## src/rtl/sbh_pkg.sv

```systemverilog
// Shared types and constants for the slab binning histogram.
// No dependencies; imported by every module of the block.
package sbh_pkg;

  // configuration register indexes
  localparam int          CFG_ADDR_W      = 3;
  localparam int          CFG_DATA_W      = 32;
  localparam logic [2:0]  REG_NUM_SLABS   = 3'd0;
  localparam logic [2:0]  REG_SPLIT_DIM   = 3'd1;
  localparam logic [2:0]  REG_RECIP_XX    = 3'd2;
  localparam logic [2:0]  REG_RECIP_YX    = 3'd3;
  localparam logic [2:0]  REG_RECIP_ZX    = 3'd4;
  localparam logic [2:0]  REG_RECIP_YY    = 3'd5;
  localparam logic [2:0]  REG_RECIP_ZY    = 3'd6;

  // field widths
  localparam int          COORD_W         = 32;
  localparam int          RECIP_W         = 32;
  localparam int          PROD_W          = COORD_W + RECIP_W;
  localparam int          NUM_SLABS_W     = 7;
  localparam int          IDX_OUT_W       = 6;
  localparam int          CNT_OUT_W       = 16;
  // Q16.16 times Q4.28 leaves 44 fraction bits
  localparam int          FRAC_W          = 44;

  localparam logic [RECIP_W-1:0] RECIP_ONE = 32'h1000_0000;

  // split selection
  localparam logic        SPLIT_X         = 1'b0;
  localparam logic        SPLIT_Y         = 1'b1;

  // reciprocal box and split selection, as seen by the locate pipeline
  typedef struct packed {
    logic                       split_dim;
    logic signed [RECIP_W-1:0]  recip_xx;
    logic signed [RECIP_W-1:0]  recip_yx;
    logic signed [RECIP_W-1:0]  recip_zx;
    logic signed [RECIP_W-1:0]  recip_yy;
    logic signed [RECIP_W-1:0]  recip_zy;
  } sbh_cfg_t;

  // update request from the locate pipeline to the count memory
  typedef struct packed {
    logic valid;
    logic clear;
  } sbh_req_t;

endpackage

```

## src/rtl/sbh_count.sv

```systemverilog
// Slab count memory with read-modify-write, saturating update and
// per-entry valid bits for the clear. Depends on sbh_pkg.
module sbh_count
  import sbh_pkg::*;
#(
  parameter int MAX_SLABS  = 64,
  parameter int COUNT_BITS = 16
) (
  input  logic                          clk_i,
  input  logic                          rst_ni,
  input  sbh_req_t                      req_i,
  input  logic [$clog2(MAX_SLABS)-1:0]  idx_i,
  input  logic                          take_i,
  output logic                          res_valid_o,
  output logic [$clog2(MAX_SLABS)-1:0]  res_idx_o,
  output logic [COUNT_BITS-1:0]         res_count_o
);

  localparam int IdxW = $clog2(MAX_SLABS);

  logic [COUNT_BITS-1:0] mem [MAX_SLABS];
  logic [COUNT_BITS-1:0] rd_q;
  logic [IdxW-1:0]       idx_q;
  logic                  clr_q;
  logic                  pend_q;
  logic [MAX_SLABS-1:0]  ent_vld_q;
  logic [MAX_SLABS-1:0]  ent_vld_d;
  logic [COUNT_BITS-1:0] old_cnt;
  logic [COUNT_BITS-1:0] new_cnt;
  logic                  wr;

  assign wr = pend_q && take_i;

  // read on request, write back once the result is taken; only one
  // transaction is in flight so reads and writes never overlap
  always_ff @(posedge clk_i) begin
    if (req_i.valid) begin
      rd_q  <= mem[idx_i];
      idx_q <= idx_i;
      clr_q <= req_i.clear;
    end
    if (wr) begin
      mem[idx_q] <= new_cnt;
    end
  end

  assign old_cnt = (clr_q || !ent_vld_q[idx_q]) ? '0 : rd_q;
  assign new_cnt = (&old_cnt) ? old_cnt : old_cnt + 1'b1;

  always_comb begin
    ent_vld_d = ent_vld_q;
    if (wr) begin
      if (clr_q) begin
        ent_vld_d = '0;
      end
      ent_vld_d[idx_q] = 1'b1;
    end
  end

  always_ff @(posedge clk_i or negedge rst_ni) begin
    if (!rst_ni) begin
      pend_q    <= 1'b0;
      ent_vld_q <= '0;
    end else begin
      ent_vld_q <= ent_vld_d;
      if (req_i.valid) begin
        pend_q <= 1'b1;
      end else if (wr) begin
        pend_q <= 1'b0;
      end
    end
  end

  assign res_valid_o = pend_q;
  assign res_idx_o   = idx_q;
  assign res_count_o = new_cnt;

endmodule

```

## config.mk

```make
export PLATFORM = sky130hd
export DESIGN_NAME = sbh_count
export DESIGN_NICKNAME = d
export VERILOG_FILES = /design/src/rtl/sbh_pkg.sv /design/src/rtl/sbh_count.sv
export SDC_FILE = /design/constraint.sdc
export NUM_CORES = 1
export LEC_CHECK = 0
export BUFFER_PORTS_ARGS = -buffer_cell sky130_fd_sc_hd__buf_4
export CAP_MARGIN = 0
export CORE_ASPECT_RATIO = 0.5
export CORE_MARGIN = 5
export CORE_UTILIZATION = 55
export DETAILED_ROUTE_END_ITERATION = 10
export PLACE_DENSITY_LB_ADDON = 0.08
export SETUP_SLACK_MARGIN = 0.05
export SYNTH_ARGS = -nofsm -noshare
export SYNTH_HDL_FRONTEND = slang
export SYNTH_SLANG_ARGS = --single-unit
```

## constraint.sdc

```tcl
create_clock -name clk_i -period 8.1 [get_ports clk_i]
set_input_delay 0.81 -clock clk_i [delete_from_list [all_inputs] [get_ports clk_i]]
set_output_delay 0.81 -clock clk_i [all_outputs]
set_load 0.1 [all_outputs]
```

==> impl_metrics.yaml, run 1 <==
cells_and_area:
  n_antenna_cell: 0
  nNetsFinal: 1917
  area_delta_synth_final_pct: 11.8
  layout-drive-gt1-share: 0.330
  utilization: 0.621
synth:
  ys_types: 42
  syn_nets: 1830
  synthTopCellsByCount: "edfxtp_1 (1,047), mux4_2 (348), nor2_1 (84), a21o_1 (66), dfrtp_1 (65)"
  seq_area_frac_synth: 0.771
  async_flop_share: 0.0585
  synthCells: 1818
  synth-edff-count: 1047
  synth.area.top_cells: "edfxtp_1 (73%), mux4_2 (18%), dfrtp_1 (3.8%)"
  synth.most_common_cell: "edfxtp_1"
  ys_ff_latch: 1112
  synth_area_mm2: 0.0429
  yosys.area.top_type_share: 0.733
  syn_avg_cell_area_um2: 23.6
  yosysWarningCount: 0
  synth_top_cell_by_area: "edfxtp_1"
  synth_top_flop_cell: "edfxtp_1"
critical_path:
  endpoint_kind: "output port"
  rrSetupSlack_ps: 2200
  r2r_end: "mem[3][7]"
  critical_path_required_ps: 7290
  reg2reg_from: "res_idx_o[1]"
  ff2ff_path_depth: 13
  worstPathArrival_ps: 6750
  worstPathMaxFanout: 33
  path_class: "reg2out"
  start_kind: "register"
  crit_start: "res_idx_o[1]"
  endpoint: "res_count_o[7]"
sta:
  fin_ws_ps: 541
  clock.fmax_ghz: 0.132
  hold_viol: 0
  tightest_slew_ps: 1230
  fin_skew_ps: 27.2
  slew_violations: 0
  final.min_clock_period_ps: 7560
  setup_violations: 0
  rsz0062_at_grt: "false"
  max_slew_margin: 0.177
  fin_setup_tns_ps: 0
  hold_ws_ps: 214
  period_share: 0.933
grt:
  use_met3: 0.0711
  overflow: 0
  met2_usage: 0.368
  grt_pass1_wl_um: 150000
  top_usage_layer: "met1"
  track_usage: 0.256
  use_met1: 0.394
  antenna_found_initial: 6
  grt_max_degree: 123
  grt_pass1_vias: 20329
power_and_ir_drop:
  power_density_mw_per_mm2: 242
  p_switching_mw: 2.48
  power_frac_comb: 0.060
  p_leak_nw: 15.8
  pwr-share-clk: 0.391
  ir_drop_uv: 148
  p_int_mw: 9.14
  power_frac_seq: 0.549
  finalPower_mw: 11.6
  swShare: 0.214
job:
  maxCapViolCount: 0
clock_tree:
  holdBufCountCts: 0
  post_cts_buffers: 0
  root_buffer: "clkbuf_16"
  clk_latency_ps: 690
  path_clk_slew_ps: 70
  numCtsBuffers: 93
  clk_path_buf_depth: 3
  cts_max_level: 3
  cts_tree: "built"
  ctsResizeCount: 0
  cts.sinks: 1112
placed_design:
  numPortBuffers: 33
  pre_cts_ws_ps: 1370
  dpl.hpwl_um: 59200
  gp_congestion: 0.842
floorplanning:
  die_h_um: 207
  dieArea_mm2: 0.0840
  start_util: 0.555
  placementRows: 72
  core_mm2: 0.0773
  io_pins: 34
  die_x_um: 405
route:
  vias_per_cell: 6.62
  drc: 0
  first_iter_violations: 2337
  wirelength_um: 105000
  drtPass1Iterations: 5
  antenna_left: 0
  wl_per_cell_um: 34.7
  vias: 19957
outcome:
  outcome: "finished, final reports clean"
worst_hold_path:
  worstHoldPathType: "in2async"
## power by group through the flow
stage,Combinational (mW),Sequential [mW],Clock [mW]
finish,0.694,6.39,4.55
global route,0.731,6.39,4.86
CTS,0.698,6.38,4.61
detailed placement,0.697,6.51,0
global placement,0.679,6.51,0
floorplan,0.427,6.52,0
## cells by family (layout without fill, tap and decap cells)
logic type	count (synthesis)	after routing	synth area share
buffers and inverters	100	262	0.0105
flip-flops	1112	1112	0.771
AND/OR/NAND/NOR	153	153	0.0164
AO/OA/AOI/OAI	80	80	0.0138
adder cells (fa/ha/maj)	1	1	0.000292
multiplexers	362	362	0.186
XOR/XNOR	10	10	0.00204
## cells in the final DEF (no fill, tap or decap), drive strengths merged, types with 9 or more instances in the layout
cell type     n
bufinv        9
xor2          9
dfrtp        65
nand3        11
clkbuf      128
clkinv       26
edfxtp     1047
nor2         84
nand2        22
mux4        348
mux2i        11
a21o         66
buf          88
## flip-flops by register name, summed over array words and instances (netlist names)
name,cells
mem,1024
ent_vld_q,64
rd_q,16
res_idx_o,6
clr_q,1
res_valid_o,1
## area by class of cell
cell class,count,area [um2]
Clock buffer,128,2610
Clock inverter,42,445
Fill cell,5122,29300
Inverter,4,15.0
Multi-Input combinational cell,606,9810
Sequential cell,1112,33100
Tap cell,1036,1300
Timing Repair Buffer,88,713
## metal layers
layer,part of all wire,vias up
li1,-,7938
met2,0.45,1039
met4,0.025,0
met5,0,-
met3,0.11,162
met1,0.42,10818
## critical path, stage by stage (launching register included)
cell and delay, ps:
edfxtp_1 1010, mux4_2 640, a221oi_1 370, nor2_1 110
nor4_2 520, a21o_1 610, nor2_1 100, ha_1 290
and3_1 260, nand3_1 390, nand2_1 120, xor2_1 190
nor2_4 580, buf_4 440, buf_4 370
## metrics by stage
stage	area, um2	cells
floorplan	42900	1818
global placement	44900	2846
detailed placement	44900	2846
CTS	48000	3016
global route	48000	3016
finish	48000	3016
## how the worst min path moves through the flow
stage	startpoint	slack (ps)	end	cells after the start
detailed placement	ent_vld_q[1]	460	ent_vld_q[1]	1
CTS	rst_ni	220	ent_vld_q[58]	1
global route	req_i[0]	270	clr_q	1
global placement	ent_vld_q[48]	450	ent_vld_q[48]	1
floorplan	ent_vld_q[11]	440	ent_vld_q[11]	1
finish	rst_ni	210	ent_vld_q[31]	1
Note: power is estimated with default switching activity, not from simulation.
==> run 2, diff against run 1 <==
==> constraint.sdc (replaced) <==
create_clock -name clk_i -period 7.76 [get_ports clk_i]
set_input_delay 0.776 -clock clk_i [delete_from_list [all_inputs] [get_ports clk_i]]
set_output_delay 0.776 -clock clk_i [all_outputs]
set_load 0.1 [all_outputs]
==> run 2 against run 1 <==
Against the previous run: via count is 0.74% higher; worst hold slack worse by 25 ps; non-clock buffer count is 6 lower; combinational power is 5.0% higher; first-iteration DRC count is 3.9% lower; clock skew is 0.59 ps higher; sequential power is 4.4% higher; critical path depth is 2 lower; critical endpoint is now res_count_o[1]; largest power group unchanged.
==> impl_metrics.yaml, run 2 (synthesized netlist as in run 1, its figures left out) <==
sta:
  setup_violations: 0
  period_share: 0.874
  max_slew_margin: 0.165
  final.min_clock_period_ps: 6780
  slew_violations: 0
  fin_skew_ps: 27.8
  clock.fmax_ghz: 0.147
  hold_viol: 0
  tightest_slew_ps: 1250
  rsz0062_at_grt: "false"
  fin_setup_tns_ps: 0
clock_tree:
  post_cts_buffers: 0
  holdBufCountCts: 0
  cts_tree: "built"
  numCtsBuffers: 92
  cts.sinks: 1112
  path_clk_slew_ps: 70
  clk_path_buf_depth: 3
  clk_latency_ps: 690
  ctsResizeCount: 0
  root_buffer: "clkbuf_16"
  cts_max_level: 3
power_and_ir_drop:
  p_switching_mw: 2.64
  p_leak_nw: 15.7
  pwr-share-clk: 0.391
  power_density_mw_per_mm2: 253
  ir_drop_uv: 163
  p_int_mw: 9.51
  swShare: 0.217
  power_frac_seq: 0.549
  power_frac_comb: 0.060
worst_hold_path:
  worstHoldPathType: "in2async"
critical_path:
  critical_path_required_ps: 6980
  endpoint_kind: "output port"
  worstPathArrival_ps: 6010
  worstPathMaxFanout: 18
  path_class: "reg2out"
  start_kind: "register"
route:
  antenna_left: 0
  drtPass1Iterations: 5
  drc: 0
  wl_per_cell_um: 36.1
  vias_per_cell: 6.67
  vias: 20105
  first_iter_violations: 2247
  wirelength_um: 109000
cells_and_area:
  top_regs: "mem: 1024 flops, ent_vld_q: 64 flops, rd_q: 16 flops"
  area_delta_synth_final_pct: 11.7
  stdcell_area_mm2: 0.0479
  fillers: 5215
  regMostFlops: "mem"
  final_cell_mix: "edfxtp_1 (1,047), mux4_2 (348), clkbuf_16 (95)"
  final_common_cell: "edfxtp_1"
  nNetsFinal: 1910
  largest_register_ffs: 1024
  layout-drive-gt1-share: 0.329
placed_design:
  gp_congestion: 0.856
  numPortBuffers: 33
  dpl.hpwl_um: 61200
  place_area_mm2: 0.0449
floorplanning:
  start_util: 0.555
  io_pins: 34
  core_mm2: 0.0773
  die_x_um: 405
  die_h_um: 207
  dieArea_mm2: 0.0840
  placementRows: 72
grt:
  antenna_found_initial: 8
  overflow: 0
  track_usage: 0.265
  grt_max_degree: 116
  grt_pass1_vias: 20278
  grt_pass1_wl_um: 154000
outcome:
  outcome: "finished, final reports clean"
job:
  maxCapViolCount: 0
[run 2: power by group through the flow]
stage	Sequential (mW)	Combinational [mW]	Clock [mW]
3_5_place_dp	6.80	0.728	0
4_1_cts	6.67	0.731	4.81
5_1_grt	6.67	0.766	5.07
2_1_floorplan	6.81	0.445	0
6_report	6.67	0.729	4.74
3_3_place_gp	6.80	0.712	0
[run 2: area by class of cell]
cell class	instances	area, um2	share of cell area
clock inverter	56	579	0.0121
inverter	4	15.0	0.000313
antenna	2	5.00	0.000104
multi-input combinational	606	9850	0.206
clock buffer	115	2450	0.0512
tap	1036	1300	0.0271
sequential	1112	33100	0.690
timing repair buffer	82	643	0.0134
[run 2: final timing paths]
kind	cells past startpoint	endpoint	slack (ps)	start
worst max-delay path	12	res_count_o[1]	980	res_idx_o[1]
worst min-delay path	1	ent_vld_q[61]	190	rst_ni
worst max register to register	12	mem[60][1]	1930	res_idx_o[1]
worst min register to register	1	ent_vld_q[2]	480	ent_vld_q[2]
max in group asynchronous	1	ent_vld_q[2]	7030	rst_ni
min in group clk_i	1	clr_q	270	req_i[0]
[run 2: critical path, cell delays in order (launching register included)]
cell,delay [ps]
edfxtp_1,990
mux4_2,600
a221oi_1,310
nor2_1,110
nor4_2,490
a21o_1,630
nor2_1,90
ha_1,300
and3_1,300
nand3_1,460
a211oi_1,130
mux2_2,490
buf_4,380
[run 2: stage by stage]
stage	setup WS [ps]	instances	hold slack, ps	power [mW]	util
final	977	3013	189	12.1	0.620
after global routing	764	3011	238	12.5	0.620
after CTS	1000	3011	173	12.2	0.620
after detailed placement	1780	2840	461	7.53	0.581
after global placement	1740	2840	458	7.51	0.581
after floorplan	55.5	1818	442	7.25	-
[run 2: per-layer routing]
metal  wire length [um]  global-route usage  vias up
met5                 16                   0        -
met3              11300              0.0711      183
met1              45400               0.406    10980
met2              48900               0.385     1009
met4               3160              0.0719        2
li1                   -                   -     7931
==> run 3, diff against run 2 <==
--- a/config.mk
+++ b/config.mk
@@ -12,6 +12,7 @@
 export CORE_UTILIZATION = 55
 export DETAILED_ROUTE_END_ITERATION = 10
 export PLACE_DENSITY_LB_ADDON = 0.08
+export REMOVE_ABC_BUFFERS = 1
 export SETUP_SLACK_MARGIN = 0.05
 export SYNTH_ARGS = -nofsm -noshare
 export SYNTH_HDL_FRONTEND = slang
==> run 3 against run 2 <==
Against the previous run: sequential cell count unchanged; combinational power about the same; worst setup slack got worse by 140 ps; sequential share of layout area increased by 0.072 points; maximum frequency decreased by 2.0%; utilization decreased by 0.065 points; cell count increased by 0.90%; count of clock-buffer cells in the layout increased by 8; power decreased by 2.0%; critical path depth increased by 2; worst hold slack improved by 10 ps; critical path type unchanged; largest cell class unchanged.
==> impl_metrics.yaml, run 3 (synthesized netlist as in run 1, its figures left out) <==
power_and_ir_drop:
  ir_drop_uv: 178
  power_frac_comb: 0.061
  swShare: 0.216
  pwr-share-clk: 0.379
  power_frac_seq: 0.560
  p_switching_mw: 2.58
  p_int_mw: 9.33
  power_density_mw_per_mm2: 249
  finalPower_mw: 11.9
  p_leak_nw: 15.9
sta:
  setup_violations: 0
  slew_violations: 0
  fin_ws_ps: 838
  fin_skew_ps: 18.6
  hold_viol: 0
  max_slew_margin: 0.305
  tightest_slew_ps: 1040
  clock.fmax_ghz: 0.144
  period_share: 0.892
  final.min_clock_period_ps: 6920
  rsz0062_at_grt: "false"
critical_path:
  reg2reg_from: "res_idx_o[1]"
  critical_path_required_ps: 6980
  start_kind: "register"
  rrSetupSlack_ps: 2160
  path_class: "reg2out"
  worstPathMaxFanout: 65
  ff2ff_path_depth: 13
  crit_start: "res_idx_o[1]"
  worstPathArrival_ps: 6150
  endpoint_kind: "output port"
  slowest_stage: "edfxtp_1"
  cp_slowest_stage_delay_ps: 980
  r2r_end: "mem[61][10]"
  crit_chain: "mux4_2, a221oi_1, nor2_1, nor4_2, a21o_1, nor2_1, ha_1, and3_1, nand3_1, nand3_1, xor2_1, nor2_4, buf_4, buf_4"
clock_tree:
  root_buffer: "clkbuf_16"
  path_clk_slew_ps: 70
  cts_max_level: 3
  cts_tree: "built"
  cts.sinks: 1112
  post_cts_buffers: 0
  clk_path_buf_depth: 3
  clk_latency_ps: 670
  holdBufCountCts: 0
  numCtsBuffers: 94
  ctsResizeCount: 0
worst_hold_path:
  worstHoldPathType: "in2async"
route:
  wirelength_um: 105000
  vias_per_cell: 6.58
  antenna_left: 0
  drtPass1Iterations: 7
  first_iter_violations: 2632
  wl_per_cell_um: 34.5
  drc: 0
  vias: 20005
floorplanning:
  placementRows: 72
  io_pins: 34
  core_mm2: 0.0773
  die_h_um: 207
  start_util: 0.555
  dieArea_mm2: 0.0840
  die_x_um: 405
cells_and_area:
  regMostFlops: "mem"
  top_regs: "mem: 1024 flops, ent_vld_q: 64 flops, rd_q: 16 flops"
  final_cell_mix: "edfxtp_1 (1,047), mux4_2 (348), buf_4 (105)"
  seq_area_mm2: 0.0331
  multi_input_area_mm2: 0.00970
  utilization: 0.619
  nNetsFinal: 1941
  fillers: 5211
  layout-drive-gt1-share: 0.339
  area_delta_synth_final_pct: 11.6
  largest_register_ffs: 1024
  final_common_cell: "edfxtp_1"
placed_design:
  pre_cts_ws_ps: 1600
  numPortBuffers: 33
  dpl.hpwl_um: 58000
  gp_congestion: 0.864
grt:
  grt_pass1_wl_um: 149000
  grt_pass1_vias: 20284
  overflow: 0
  track_usage: 0.254
  grt_max_degree: 142
  antenna_found_initial: 5
job:
  maxCapViolCount: 0
outcome:
  outcome: "finished, final reports clean"
[run 3: changes by cell type in the layout (fill, tap and decap cells not counted), moves of 3 or more]
cell,change
nor2_4,-29
nor2_2,+29
buf_4,+26
clkinvlp_4,-3
clkinv_2,+7
clkbuf_8,+6
clkinv_1,-5
bufinv_16,-7
[run 3: metal layers]
layer	global-route usage	share of wire	up-vias	routed length (um)
met4	0.0647	0.025	0	2610
li1	-	-	7957	-
met3	0.0591	0.10	167	10600
met1	0.388	0.41	10871	43200
met2	0.379	0.46	1010	48500
met5	0	0	-	0
[run 3: how the worst max path moves through the flow]
| stage | slack (ps) | end | cells past startpoint |
|---|---|---|---|
| finish | 840 | res_count_o[6] | 14 |
| global route | 530 | res_count_o[6] | 14 |
| CTS | 850 | res_count_o[6] | 14 |
| detailed placement | 1600 | res_count_o[6] | 14 |
| global placement | 1690 | res_count_o[6] | 14 |
| floorplan | -1450 | mem[0][12] | 11 |
[run 3: cell type report]
type,count,area share
Sequential cell,1112,0.691
Multi-Input combinational cell,606,0.203
Timing Repair Buffer,111,0.0189
Clock buffer,123,0.0531
Clock inverter,45,0.00680
Antenna cell,3,0.000157
Inverter,4,0.000314
Tap cell,1036,0.0271
[run 3: critical path, delay by kind of cell, from the launching register on]
| family | cells | cell delay (ps) |
|---|---|---|
| compound gates | 2 | 840 |
| fa+ha+maj | 1 | 290 |
| flops | 1 | 980 |
| simple gates | 7 | 1580 |
| buf+inv | 2 | 960 |
| xor+xnor | 1 | 190 |
| mux | 1 | 610 |
[run 3: power groups by stage]
stage / registers (mW) / logic, mW / clock network (mW)
floorplan: 6.81 / 0.364 / 0
global placement: 6.79 / 0.713 / 0
detailed placement: 6.79 / 0.732 / 0
CTS: 6.66 / 0.733 / 4.60
global route: 6.66 / 0.768 / 4.86
finish: 6.66 / 0.732 / 4.51
[run 3: per-stage QoR]
step	instances	TNS, ps	area (um2)	hold WS (ps)
2_1_floorplan	1722	-94110	42500	442
3_3_place_gp	2868	0	45000	456
3_5_place_dp	2868	0	45000	463
4_1_cts	3036	0	47800	186
5_1_grt	3037	0	47900	245
6_report	3040	0	47900	200
